$ cat src/crc_frc_pkg.sv
// Shared types and constants for the CRC-framed record checker.
// Holds result status codes, register indexes, the result struct and the CRC32C byte step.
// No dependencies.
package crc_frc_pkg;

  localparam int HDR_BYTES   = 16;
  localparam int HDR_BITS    = HDR_BYTES * 8;
  localparam int LEN_W       = 21;
  localparam int OUT_OFF_W   = 40;
  localparam int STATUS_W    = 3;
  localparam int CFG_IDX_W   = 2;
  localparam int CFG_DATA_W  = 32;

  localparam logic [31:0] CRC_POLY      = 32'h82f6_3b78;
  localparam logic [31:0] CRC_INIT      = 32'hffff_ffff;
  localparam logic [31:0] MAGIC_RESET   = 32'h4c4c_4d44;
  localparam logic [31:0] VERSION_RESET = 32'h0000_0001;
  localparam logic [LEN_W-1:0] LEN_CAP  = LEN_W'(1 << 20);
  localparam logic [LEN_W-1:0] LEN_SAT  = '1;

  // result status codes
  localparam logic [STATUS_W-1:0] ST_OK        = 3'd0;
  localparam logic [STATUS_W-1:0] ST_BAD_HDR   = 3'd1;
  localparam logic [STATUS_W-1:0] ST_CRC_FAIL  = 3'd2;
  localparam logic [STATUS_W-1:0] ST_TORN      = 3'd3;
  localparam logic [STATUS_W-1:0] ST_CLEAN_END = 3'd4;

  // configuration register indexes
  localparam logic [CFG_IDX_W-1:0] REG_MAGIC   = 2'd0;
  localparam logic [CFG_IDX_W-1:0] REG_VERSION = 2'd1;
  localparam logic [CFG_IDX_W-1:0] REG_MAX_LEN = 2'd2;

  typedef struct packed {
    logic [STATUS_W-1:0]  status;
    logic [OUT_OFF_W-1:0] record_offset;
    logic [LEN_W-1:0]     body_length;
    logic [31:0]          computed_crc;
  } result_t;

  // reflected CRC32C, one byte, eight unrolled bit steps
  function automatic logic [31:0] crc_byte(input logic [31:0] crc_in, input logic [7:0] b);
    logic [31:0] c;
    c = crc_in ^ {24'd0, b};
    for (int i = 0; i < 8; i++) begin
      c = (c >> 1) ^ (CRC_POLY & {32{c[0]}});
    end
    return c;
  endfunction

endpackage

$ cat src/crc_frc_out_buf.sv
// Result output register with one skid entry for the record checker.
// Depends on crc_frc_pkg (result_t).
module crc_frc_out_buf (
  input  logic                 clk,
  input  logic                 rst_n,
  input  logic                 res_valid,
  input  crc_frc_pkg::result_t res,
  output logic                 skid_full,
  output logic                 out_valid,
  input  logic                 out_stall,
  output crc_frc_pkg::result_t out_res
);

  logic                 out_valid_r;
  logic                 skid_valid_r;
  crc_frc_pkg::result_t out_res_r;
  crc_frc_pkg::result_t skid_res_r;
  logic                 out_fire;

  assign out_fire  = out_valid_r & ~out_stall;
  assign out_valid = out_valid_r;
  assign out_res   = out_res_r;
  assign skid_full = skid_valid_r;

  always_ff @(posedge clk) begin
    if (!rst_n) begin
      out_valid_r  <= 1'b0;
      skid_valid_r <= 1'b0;
    end else if (skid_valid_r) begin
      // input is held off while the skid entry is occupied
      if (out_fire) begin
        out_valid_r  <= 1'b1;
        skid_valid_r <= 1'b0;
      end
    end else if (res_valid) begin
      if (!out_valid_r || out_fire) begin
        out_valid_r <= 1'b1;
      end else begin
        skid_valid_r <= 1'b1;
      end
    end else if (out_fire) begin
      out_valid_r <= 1'b0;
    end
  end

  always_ff @(posedge clk) begin
    if (skid_valid_r) begin
      if (out_fire) begin
        out_res_r <= skid_res_r;
      end
    end else if (res_valid) begin
      if (!out_valid_r || out_fire) begin
        out_res_r <= res;
      end else begin
        skid_res_r <= res;
      end
    end
  end

endmodule

$ cat src/crc_framed_record_checker_core.sv
// CRC-framed record checker: top level with header parse, body CRC32C and config registers.
// Depends on crc_frc_pkg and crc_frc_out_buf.
//
// Takes one log byte (or an end-of-log marker) per beat and can accept a beat every cycle:
// the header shift register, the unrolled eight-bit CRC32C step and the header compares are
// all combinational, and a result lands in the output register at the edge that accepts the
// beat that causes it, or in the one skid entry if that register cannot drain. Input stalls
// only when two results are waiting. Each record is a 16-byte little-endian header (magic,
// version, body length, CRC32C) then the body; a bad header or CRC mismatch is reported once
// and the checker then ignores bytes until the next end-of-log beat, which always rearms it.
// The user must write configuration via cfg_we/cfg_index/cfg_wdata only while idle; unchecked.
module crc_framed_record_checker_core #(
  parameter int OFFSET_BITS = 40
) (
  input  logic        clk,
  input  logic        rst_n,
  input  logic        in_valid,
  output logic        in_stall,
  input  logic [7:0]  in_data_byte,
  input  logic        in_end_of_log,
  output logic        out_valid,
  input  logic        out_stall,
  output logic [2:0]  out_status,
  output logic [39:0] out_record_offset,
  output logic [20:0] out_body_length,
  output logic [31:0] out_computed_crc,
  input  logic        cfg_we,
  input  logic [1:0]  cfg_index,
  input  logic [31:0] cfg_wdata
);

  localparam int HB = crc_frc_pkg::HDR_BITS;
  localparam int LW = crc_frc_pkg::LEN_W;

  localparam logic [1:0] PH_HEADER = 2'd0;
  localparam logic [1:0] PH_BODY   = 2'd1;
  localparam logic [1:0] PH_STOP   = 2'd2;

  // configuration
  logic [31:0]   magic_r;
  logic [31:0]   version_r;
  logic [LW-1:0] max_len_r;

  always_ff @(posedge clk) begin
    if (!rst_n) begin
      magic_r   <= crc_frc_pkg::MAGIC_RESET;
      version_r <= crc_frc_pkg::VERSION_RESET;
      max_len_r <= crc_frc_pkg::LEN_CAP;
    end else if (cfg_we) begin
      case (cfg_index)
        crc_frc_pkg::REG_MAGIC:   magic_r   <= cfg_wdata;
        crc_frc_pkg::REG_VERSION: version_r <= cfg_wdata;
        crc_frc_pkg::REG_MAX_LEN: max_len_r <= cfg_wdata[LW-1:0];
        default: ;
      endcase
    end
  end

  // scan state
  logic [1:0]             phase_r,     phase_nxt;
  logic [3:0]             hcnt_r,      hcnt_nxt;
  logic [HB-1:0]          hdr_r,       hdr_nxt;
  logic [31:0]            crc_r,       crc_nxt;
  logic [LW-1:0]          rem_r,       rem_nxt;
  logic [OFFSET_BITS-1:0] rec_start_r, rec_start_nxt;
  logic [OFFSET_BITS-1:0] pos_r,       pos_nxt;

  logic                 in_fire;
  logic                 skid_full;
  logic                 res_valid;
  crc_frc_pkg::result_t res;
  crc_frc_pkg::result_t out_res;

  logic [HB-1:0]   hdr_shift;
  logic [31:0]     hdr_len;
  logic [LW-1:0]   len_lim;
  logic            hdr_bad;
  logic [31:0]     crc_step;
  logic [31:0]     crc_fin;
  logic [63:0]     rec_start_ext;

  assign in_stall = skid_full;
  assign in_fire  = in_valid & ~skid_full;

  // bytes arrive little-endian; shifting in at the top leaves byte 0 at bit 0
  assign hdr_shift = {in_data_byte, hdr_r[HB-1:8]};
  assign hdr_len   = hdr_shift[95:64];
  assign len_lim   = (max_len_r < crc_frc_pkg::LEN_CAP) ? max_len_r : crc_frc_pkg::LEN_CAP;
  assign hdr_bad   = (hdr_shift[31:0] != magic_r) || (hdr_shift[63:32] != version_r) ||
                     (hdr_len == 32'd0) || (hdr_len > {11'd0, len_lim});
  assign crc_step  = crc_frc_pkg::crc_byte(crc_r, in_data_byte);
  assign crc_fin   = ~crc_step;
  assign rec_start_ext = 64'(rec_start_r);

  always_comb begin
    phase_nxt     = phase_r;
    hcnt_nxt      = hcnt_r;
    hdr_nxt       = hdr_r;
    crc_nxt       = crc_r;
    rem_nxt       = rem_r;
    rec_start_nxt = rec_start_r;
    pos_nxt       = pos_r;
    res_valid     = 1'b0;
    res.status        = crc_frc_pkg::ST_OK;
    res.record_offset = rec_start_ext[39:0];
    res.body_length   = '0;
    res.computed_crc  = '0;

    if (in_fire) begin
      if (in_end_of_log) begin
        if (phase_r == PH_HEADER && hcnt_r == 4'd0) begin
          res_valid  = 1'b1;
          res.status = crc_frc_pkg::ST_CLEAN_END;
        end else if (phase_r != PH_STOP) begin
          res_valid  = 1'b1;
          res.status = crc_frc_pkg::ST_TORN;
        end
        phase_nxt     = PH_HEADER;
        hcnt_nxt      = 4'd0;
        hdr_nxt       = '0;
        crc_nxt       = crc_frc_pkg::CRC_INIT;
        rem_nxt       = '0;
        rec_start_nxt = '0;
        pos_nxt       = '0;
      end else if (phase_r != PH_STOP) begin
        pos_nxt = pos_r + 1'b1;
        if (phase_r == PH_HEADER) begin
          hdr_nxt  = hdr_shift;
          hcnt_nxt = hcnt_r + 4'd1;
          if (hcnt_r == 4'd15) begin
            if (hdr_bad) begin
              res_valid       = 1'b1;
              res.status      = crc_frc_pkg::ST_BAD_HDR;
              res.body_length = (hdr_len > 32'(crc_frc_pkg::LEN_SAT)) ?
                                crc_frc_pkg::LEN_SAT : hdr_len[LW-1:0];
              phase_nxt       = PH_STOP;
            end else begin
              phase_nxt = PH_BODY;
              rem_nxt   = hdr_len[LW-1:0];
              crc_nxt   = crc_frc_pkg::CRC_INIT;
            end
          end
        end else begin
          crc_nxt = crc_step;
          rem_nxt = rem_r - 1'b1;
          if (rem_r == LW'(1)) begin
            res_valid        = 1'b1;
            res.body_length  = hdr_r[64 +: LW];
            res.computed_crc = crc_fin;
            if (crc_fin != hdr_r[127:96]) begin
              res.status = crc_frc_pkg::ST_CRC_FAIL;
              phase_nxt  = PH_STOP;
            end else begin
              res.status    = crc_frc_pkg::ST_OK;
              rec_start_nxt = pos_r + 1'b1;
              phase_nxt     = PH_HEADER;
              hcnt_nxt      = 4'd0;
              hdr_nxt       = '0;
              crc_nxt       = crc_frc_pkg::CRC_INIT;
            end
          end
        end
      end
    end
  end

  always_ff @(posedge clk) begin
    if (!rst_n) begin
      phase_r     <= PH_HEADER;
      hcnt_r      <= 4'd0;
      hdr_r       <= '0;
      crc_r       <= crc_frc_pkg::CRC_INIT;
      rem_r       <= '0;
      rec_start_r <= '0;
      pos_r       <= '0;
    end else begin
      phase_r     <= phase_nxt;
      hcnt_r      <= hcnt_nxt;
      hdr_r       <= hdr_nxt;
      crc_r       <= crc_nxt;
      rem_r       <= rem_nxt;
      rec_start_r <= rec_start_nxt;
      pos_r       <= pos_nxt;
    end
  end

  crc_frc_out_buf u_out_buf (
    .clk       (clk),
    .rst_n     (rst_n),
    .res_valid (res_valid),
    .res       (res),
    .skid_full (skid_full),
    .out_valid (out_valid),
    .out_stall (out_stall),
    .out_res   (out_res)
  );

  assign out_status        = out_res.status;
  assign out_record_offset = out_res.record_offset;
  assign out_body_length   = out_res.body_length;
  assign out_computed_crc  = out_res.computed_crc;

endmodule

$ cat config.mk
export PLATFORM = sky130hd
export DESIGN_NAME = crc_framed_record_checker_core
export DESIGN_NICKNAME = d
export VERILOG_FILES = /design/src/crc_frc_pkg.sv /design/src/crc_frc_out_buf.sv /design/src/crc_framed_record_checker_core.sv
export SDC_FILE = /design/constraint.sdc
export NUM_CORES = 1
export LEC_CHECK = 0
export ABC_AREA = 1
export BUFFER_PORTS_ARGS = -buffer_cell sky130_fd_sc_hd__buf_2
export CAP_MARGIN = 20
export CORE_AREA = 8 8 325 201
export CTS_CLUSTER_DIAMETER = 120
export DETAILED_ROUTE_END_ITERATION = 6
export DIE_AREA = 0 0 333 209
export GPL_ROUTABILITY_DRIVEN = 0
export GPL_TIMING_DRIVEN = 0
export SYNTH_ARGS = -nofsm -noshare
export SYNTH_HDL_FRONTEND = slang
export SYNTH_SLANG_ARGS = --single-unit
$ cat constraint.sdc
create_clock -name clk -period 6.4 [get_ports clk]
set_clock_uncertainty 0.15 [all_clocks]
set_input_delay 0.32 -clock clk [delete_from_list [all_inputs] [get_ports clk]]
set_output_delay 0.32 -clock clk [all_outputs]
set_load 0.1 [all_outputs]
==> impl_metrics.toml, run 1 <==
[status]
status = "finished with violations"
violations = "design-rule violations"

[clock_network]
cts.sinks = 538
cts_buffers = 52
clk_pin_slew_ns = 0.07
cts_tree = "built"
clockRootBuffer = "clkbuf_16"
cts_buffer_depth = 3
h-tree-depth = 2
post_cts_buffers = 0
clkLatencyLatePin_ns = 0.63

[grt]
groute.usage.overall = 0.254
antenna_found_initial = 1
grt_pass1_vias = 22700
grt_pass1_wl_um = 138000
top_usage_layer = "met1"
grt_use_met2 = 0.309
grt_remaining_overflow = 0
met3_usage = 0.0831
grt_max_degree = 76
gr-usage-met1 = 0.414

[place]
dp.cells = 4682
port_buffers = 144
dp_hpwl_um = 69800
dpl_cell_area_um2 = 28600

[pwr]
p_leak_nw = 13.9
ir_drop_mv = 0.190
power_density_nw_per_um2 = 309

[logic_synthesis]
synthMuxAreaShare = 0
synth.ff_latch_count = 538
synth_edf_count = 192
yosysTopAreaCell = "dfxtp_1"
synth-compound-area-share = 0.0760
syn_nets = 3817
synth_area_um2 = 26800
synthCells = 3743
synth_fa_ha_area_frac = 0.0121
synthTopCellsByArea = "dfxtp_1 26%, edfxtp_1 22%, nand2_1 17%"
yosysSeqAreaShare = 0.474
async_reset_ff_frac = 0
synth_top_family_by_area = "simple AND/OR/NAND/NOR gates"
synth_xor_area_frac = 0.0262
yosys.cell_types.count = 43
ys_warn_count = 0
yosys.area_share.simple = 0.337
syn_area_per_cell_um2 = 7.16
synth_ff_type = "dfxtp_1"
post-synth-top-area-fraction = 0.259

[timing]
clock.fmax_ghz = 0.213
rsz0062_at_grt = "no"
fin_crit_sh = 0.734
tns_ns = 0
min_period_ns = 4.70
slew_headroom = 0.244
drv_slew = 0
whs_ns = 0.0549
hold_viol = 0
worst_pin_slew_ns = 1.13
final-setup-viol-count = 0

[route]
wl_per_cell_um = 18.9
dr.pass1.iters = 7
antenna_left = 0
vias = 25500
drt_iter0_drc = 3335
routed_wl_um = 91300
drc_errors = 7
viasPerCell = 5.29

[final_layout]
stdcell_count = 4822
drive_gt1_frac = 0.0806
fin_area_um2 = 30700
nets = 4060
syn_to_final_growth_pct = 14.8
diodes = 0

[floorplanning]
core_area_um2 = 60300
row_count = 70
die-area_um2 = 69600
die_x_um = 333
die_h_um = 209
num_io_pins = 146
start_util = 0.445

[job]
drv_cap = 0

[setup_path]
crit_fanout = 10
crit_path_top_delay_cell = "nor2_1"
cp_common_cell = "clkbuf_1"
critPathMaxStageDelay_ns = 0.92
required_ns = 6.75
worstSetupEndpointType = "register"
worstSetupPathType = "register to register"
cp.arrival_ns = 5.05
crit_path_cell_trace = "clkbuf_1 -> clkinv_1 -> nand2_1 -> nor2_1 -> clkbuf_1 -> inv_1 -> nor2_1 -> clkbuf_1 -> clkbuf_1 -> nand3_1 -> nand2_1 -> nor2_1"
cp-start-kind = "register"
r2r.worst_path.cells = 12

[hold_path]
worstHoldPathCells = 4
holdCritPathClass = "primary input to register"
-- cell usage in the layout (no fill, tap or decap), types with 3 or more instances in the layout --
cell           count
nand2_1         1226
nor2_1           543
dfxtp_1          346
nand3_1          310
inv_1            295
o21ai_0          222
edfxtp_1         192
buf_2            173
clkbuf_1         142
a21oi_1          127
xnor2_1           52
clkbuf_16         52
dlygate4sd3_1     42
nand4_1           30
nor4_1            28
xor2_1            28
nor3_1            27
ha_1              26
nand2_2           20
buf_4             14
clkinv_1          12
inv_2             10
buf_1              9
a31oi_1            9
o211ai_1           7
or2_2              7
clkbuf_8           7
clkinv_2           7
buf_6              6
a21o_1             6
bufinv_16          5
nand2_4            4
a211oi_1           4
inv_6              4
o2111ai_1          3
nand3_2            3
or2_1              3
nand3b_1           3
-- report_power, final --
group          internal, mW  switching [mW]
Combinational         0.581            1.73
Sequential             3.76           0.214
Clock                  1.79            1.42
-- synthesized netlist by cell type (3+ instances only) --
cell type / n
a211oi_1: 4
a21o_1: 6
a21oi_1: 127
a31oi_1: 9
buf_1: 9
buf_2: 29
buf_4: 14
buf_6: 6
clkbuf_1: 132
clkinv_1: 3
dfxtp_1: 346
edfxtp_1: 192
ha_1: 26
inv_1: 297
inv_2: 10
nand2_1: 1226
nand2_2: 20
nand2_4: 4
nand3_1: 310
nand3_2: 3
nand3b_1: 3
nand4_1: 30
nor2_1: 544
nor3_1: 27
nor4_1: 28
o2111ai_1: 3
o211ai_1: 7
o21ai_0: 222
or2_1: 3
or2_2: 7
xnor2_1: 52
xor2_1: 28
-- path summary, 6_finish.rpt --
kind / to / slack [ns] / start
setup / recovery: hdr_r[104]$_SDFFE_PN0P_ / 1.70 / u_out_buf.skid_full$_SDFF_PN0_
hold / removal: max_len_r[1]$_SDFFE_PN0P_ / 0.05 / cfg_index[0]
setup reg to reg: hdr_r[104]$_SDFFE_PN0P_ / 1.70 / u_out_buf.skid_full$_SDFF_PN0_
hold reg to reg: u_out_buf.skid_res_r[80]$_DFFE_PP_ / 0.31 / rec_start_r[27]$_SDFFE_PN0P_
-- per-layer routing --
| metal | up-vias | wire length [um] | share of wire |
|---|---|---|---|
| li1 | 12500 | - | - |
| met5 | - | 14 | 0.00015 |
| met1 | 11700 | 45600 | 0.50 |
| met4 | 2 | 1680 | 0.018 |
| met3 | 109 | 12400 | 0.14 |
| met2 | 1188 | 31600 | 0.35 |
-- what timing repair did --
action / 4_1_cts / 5_1_grt
endpoints found under the setup margin: 0 / 0
gates resized for setup: 0 / 0
hold buffers: 42 / 0
hold endpoints to repair: 92 / 0
-- worst max-delay path, delay by kind of cell (launching register included) --
kind	cells	cell delay, ns
buf+inv	6	2.43
simple gates	6	1.68
flops	1	0.31
-- cell type report --
| class | count | area [um2] |
|---|---|---|
| plain buffers | 190 | 847 |
| clock buffers | 69 | 1440 |
| clock inverters | 29 | 308 |
| fillers | 6061 | 29500 |
| inverters | 310 | 1170 |
| multi-input cells | 2705 | 12100 |
| flip-flops and latches | 538 | 12700 |
| well taps | 792 | 991 |
| repair buffers | 189 | 1210 |
-- registers in the layout, summed over array words and instances (netlist names) --
signal                cells
hdr_r                   120
u_out_buf.out_res        96
u_out_buf.skid_res_r     96
pos_r                    40
rec_start_r              40
crc_r                    32
magic_r                  32
version_r                32
max_len_r                21
rem_r                    21
hcnt_r                    4
phase_r                   2
u_out_buf.out_valid       1
u_out_buf.skid_full       1
-- logic make-up after synthesis --
group | count (synthesis)
AND/OR/NAND/NOR | 2211
flip-flops | 538
buffers and inverters | 500
AO/OA/AOI/OAI | 388
XOR/XNOR | 80
adder cells (fa/ha/maj) | 26
-- through the flow --
stage	power, mW	worst slack (ns)	util
final	9.49	1.70	0.510
after CTS	9.45	1.78	0.510
after global routing	9.90	1.50	0.510
after detailed placement	6.24	1.81	0.474
after global placement	6.24	0.148	0.473
after floorplan	5.55	1.72	-
Power figures use the tool's default switching activity.
==> inputs of run 2 (changes only) <==
==> constraint.sdc (replaced) <==
create_clock -name clk -period 3.8 [get_ports clk]
set_clock_uncertainty 0.15 [all_clocks]
set_input_delay 0.19 -clock clk [delete_from_list [all_inputs] [get_ports clk]]
set_output_delay 0.19 -clock clk [all_outputs]
set_load 0.1 [all_outputs]
==> impl_metrics.toml, run 2 (synthesis gave the netlist of run 1 again) <==
[route]
wl_per_cell_um = 19.5
routed_wl_um = 94700
viasPerCell = 5.32
drt_iter0_drc = 3331
dr.pass1.iters = 7
vias = 25800
drc_errors = 0
antenna_left = 0

[clock_network]
clockRootBuffer = "clkbuf_16"
cts_tree = "built"
clkLatencyLatePin_ns = 0.65
clk_pin_slew_ns = 0.07
cts_buffers = 53
cts_buffer_depth = 3
cts.sinks = 538
h-tree-depth = 2

[final_layout]
largest_reg_flops = 120
syn_to_final_growth_pct = 18.0
fin_util = 0.524
stdcell_count = 4854
fin_area_um2 = 31600
nets = 4089
top_register = "hdr_r"
final_cell_mix = "1189 x nand2_1, 540 x nor2_1, 343 x dfxtp_1"
layout_commonest_cell = "nand2_1"
drive_gt1_frac = 0.103

[setup_path]
timing.critical_path.buf_inv = 4
cp-endpoint = "hcnt_r[0]$_SDFFE_PN0P_"
worstSetupEndpointType = "register"
crit_fanout = 10
critPathMaxStageDelay_ns = 0.38
crit_path_top_delay_cell = "dfxtp_1"
cp.arrival_ns = 4.13
worstSetupPathDepth = 27
r2r_start = "crc_r[3]$_SDFFE_PN1P_"
required_ns = 4.23
cp_common_cell = "nand2_1"
worstSetupPathType = "register to register"
cp-start-kind = "register"
crit_family = "simple AND/OR/NAND/NOR gates"
timing.rr.end = "hcnt_r[0]$_SDFFE_PN0P_"
reg2reg_slack_ns = 0.1
r2r.worst_path.cells = 27
startpoint = "crc_r[3]$_SDFFE_PN1P_"

[hold_path]
holdCritPathClass = "primary input to register"

[job]
drv_cap = 0

[grt]
grt_pass1_vias = 23100
grt_pass1_wl_um = 142000
grt_max_degree = 44
grt_remaining_overflow = 0
groute.usage.overall = 0.261
antenna_found_initial = 2

[place]
port_buffers = 144
dp.cells = 4684
dpl_cell_area_um2 = 28700
dp_hpwl_um = 71900

[pwr]
power_density_nw_per_um2 = 521
power_mw = 16.5
p_leak_nw = 14.2
ir_drop_mv = 0.285

[floorplanning]
num_io_pins = 146
die_h_um = 209
die_x_um = 333
core_area_um2 = 60300
row_count = 70
die-area_um2 = 69600
start_util = 0.445

[timing]
clock.fmax_ghz = 0.270
worst_pin_slew_ns = 1.06
final-setup-viol-count = 0
whs_ns = 0.0777
slew_headroom = 0.294
min_period_ns = 3.70
drv_slew = 0
fin_crit_sh = 0.974
hold_viol = 0

[status]
status = "complete, no violations"
==> run 2: worst min-delay path by stage <==
stage / slack [ns] / depth (start not counted) / endpoint / startpoint
2_1_floorplan: 0.15 / 2 / magic_r[10]$_SDFFE_PN1P_ / cfg_wdata[10]
3_3_place_gp: 0.29 / 0 / u_out_buf.skid_res_r[90]$_DFFE_PP_ / rec_start_r[37]$_SDFFE_PN0P_
3_5_place_dp: 0.29 / 0 / u_out_buf.skid_res_r[65]$_DFFE_PP_ / rec_start_r[12]$_SDFFE_PN0P_
4_1_cts: 0.03 / 4 / pos_r[17]$_SDFFE_PN0P_ / rst_n
5_1_grt: 0.11 / 4 / pos_r[17]$_SDFFE_PN0P_ / rst_n
6_report: 0.08 / 4 / pos_r[17]$_SDFFE_PN0P_ / rst_n
==> run 2: through the flow <==
stage | TNS, ns | worst slack (ns)
6_report | 0 | 0.0974
5_1_grt | -0.0126 | -0.0120
4_1_cts | 0 | 0.0162
3_5_place_dp | -101.83 | -0.736
3_3_place_gp | -368.07 | -1.50
2_1_floorplan | -9.51 | -0.0580
==> run 2: per-layer routing <==
layer / wire length, um / share of wire / vias up / GRT usage
met2: 32900 / 0.35 / 1265 / 0.316
met1: 46500 / 0.49 / 11900 / 0.415
li1: - / - / 12500 / -
met4: 1700 / 0.018 / 4 / 0.0526
met5: 144 / 0.0015 / - / 0.0156
met3: 13400 / 0.14 / 115 / 0.105
==> run 2: cell type report <==
type / count / area, um2
diodes: 2 / 5.00
multi-input cells: 2705 / 12400
clock inverters: 30 / 388
well taps: 792 / 991
inverters: 310 / 1180
plain buffers: 189 / 937
flip-flops and latches: 538 / 12700
clock buffers: 70 / 1470
fillers: 5965 / 28700
repair buffers: 218 / 1530
==> run 2: timing repair <==
action                                  4_1_cts  5_1_grt
gates resized for setup                      42       70
hold buffers                                 47        0
endpoints found under the setup margin      295      297
pin swaps                                     3        9
gates cloned                                  0        4
hold endpoints to repair                     96        0
buffers inserted                              8       10
==> run 2: worst reg2reg max path: cells and delay by family (launching register included) <==
kind / cells / cell delay, ns
buffers and inverters: 4 / 0.55
AND/OR/NAND/NOR: 23 / 2.61
flip-flops: 1 / 0.38
==> run 2: power by group <==
group	internal, mW	switching, mW
logic	1.08	3.00
clock network	3.22	2.47
registers	6.34	0.360
total	10.6	5.83
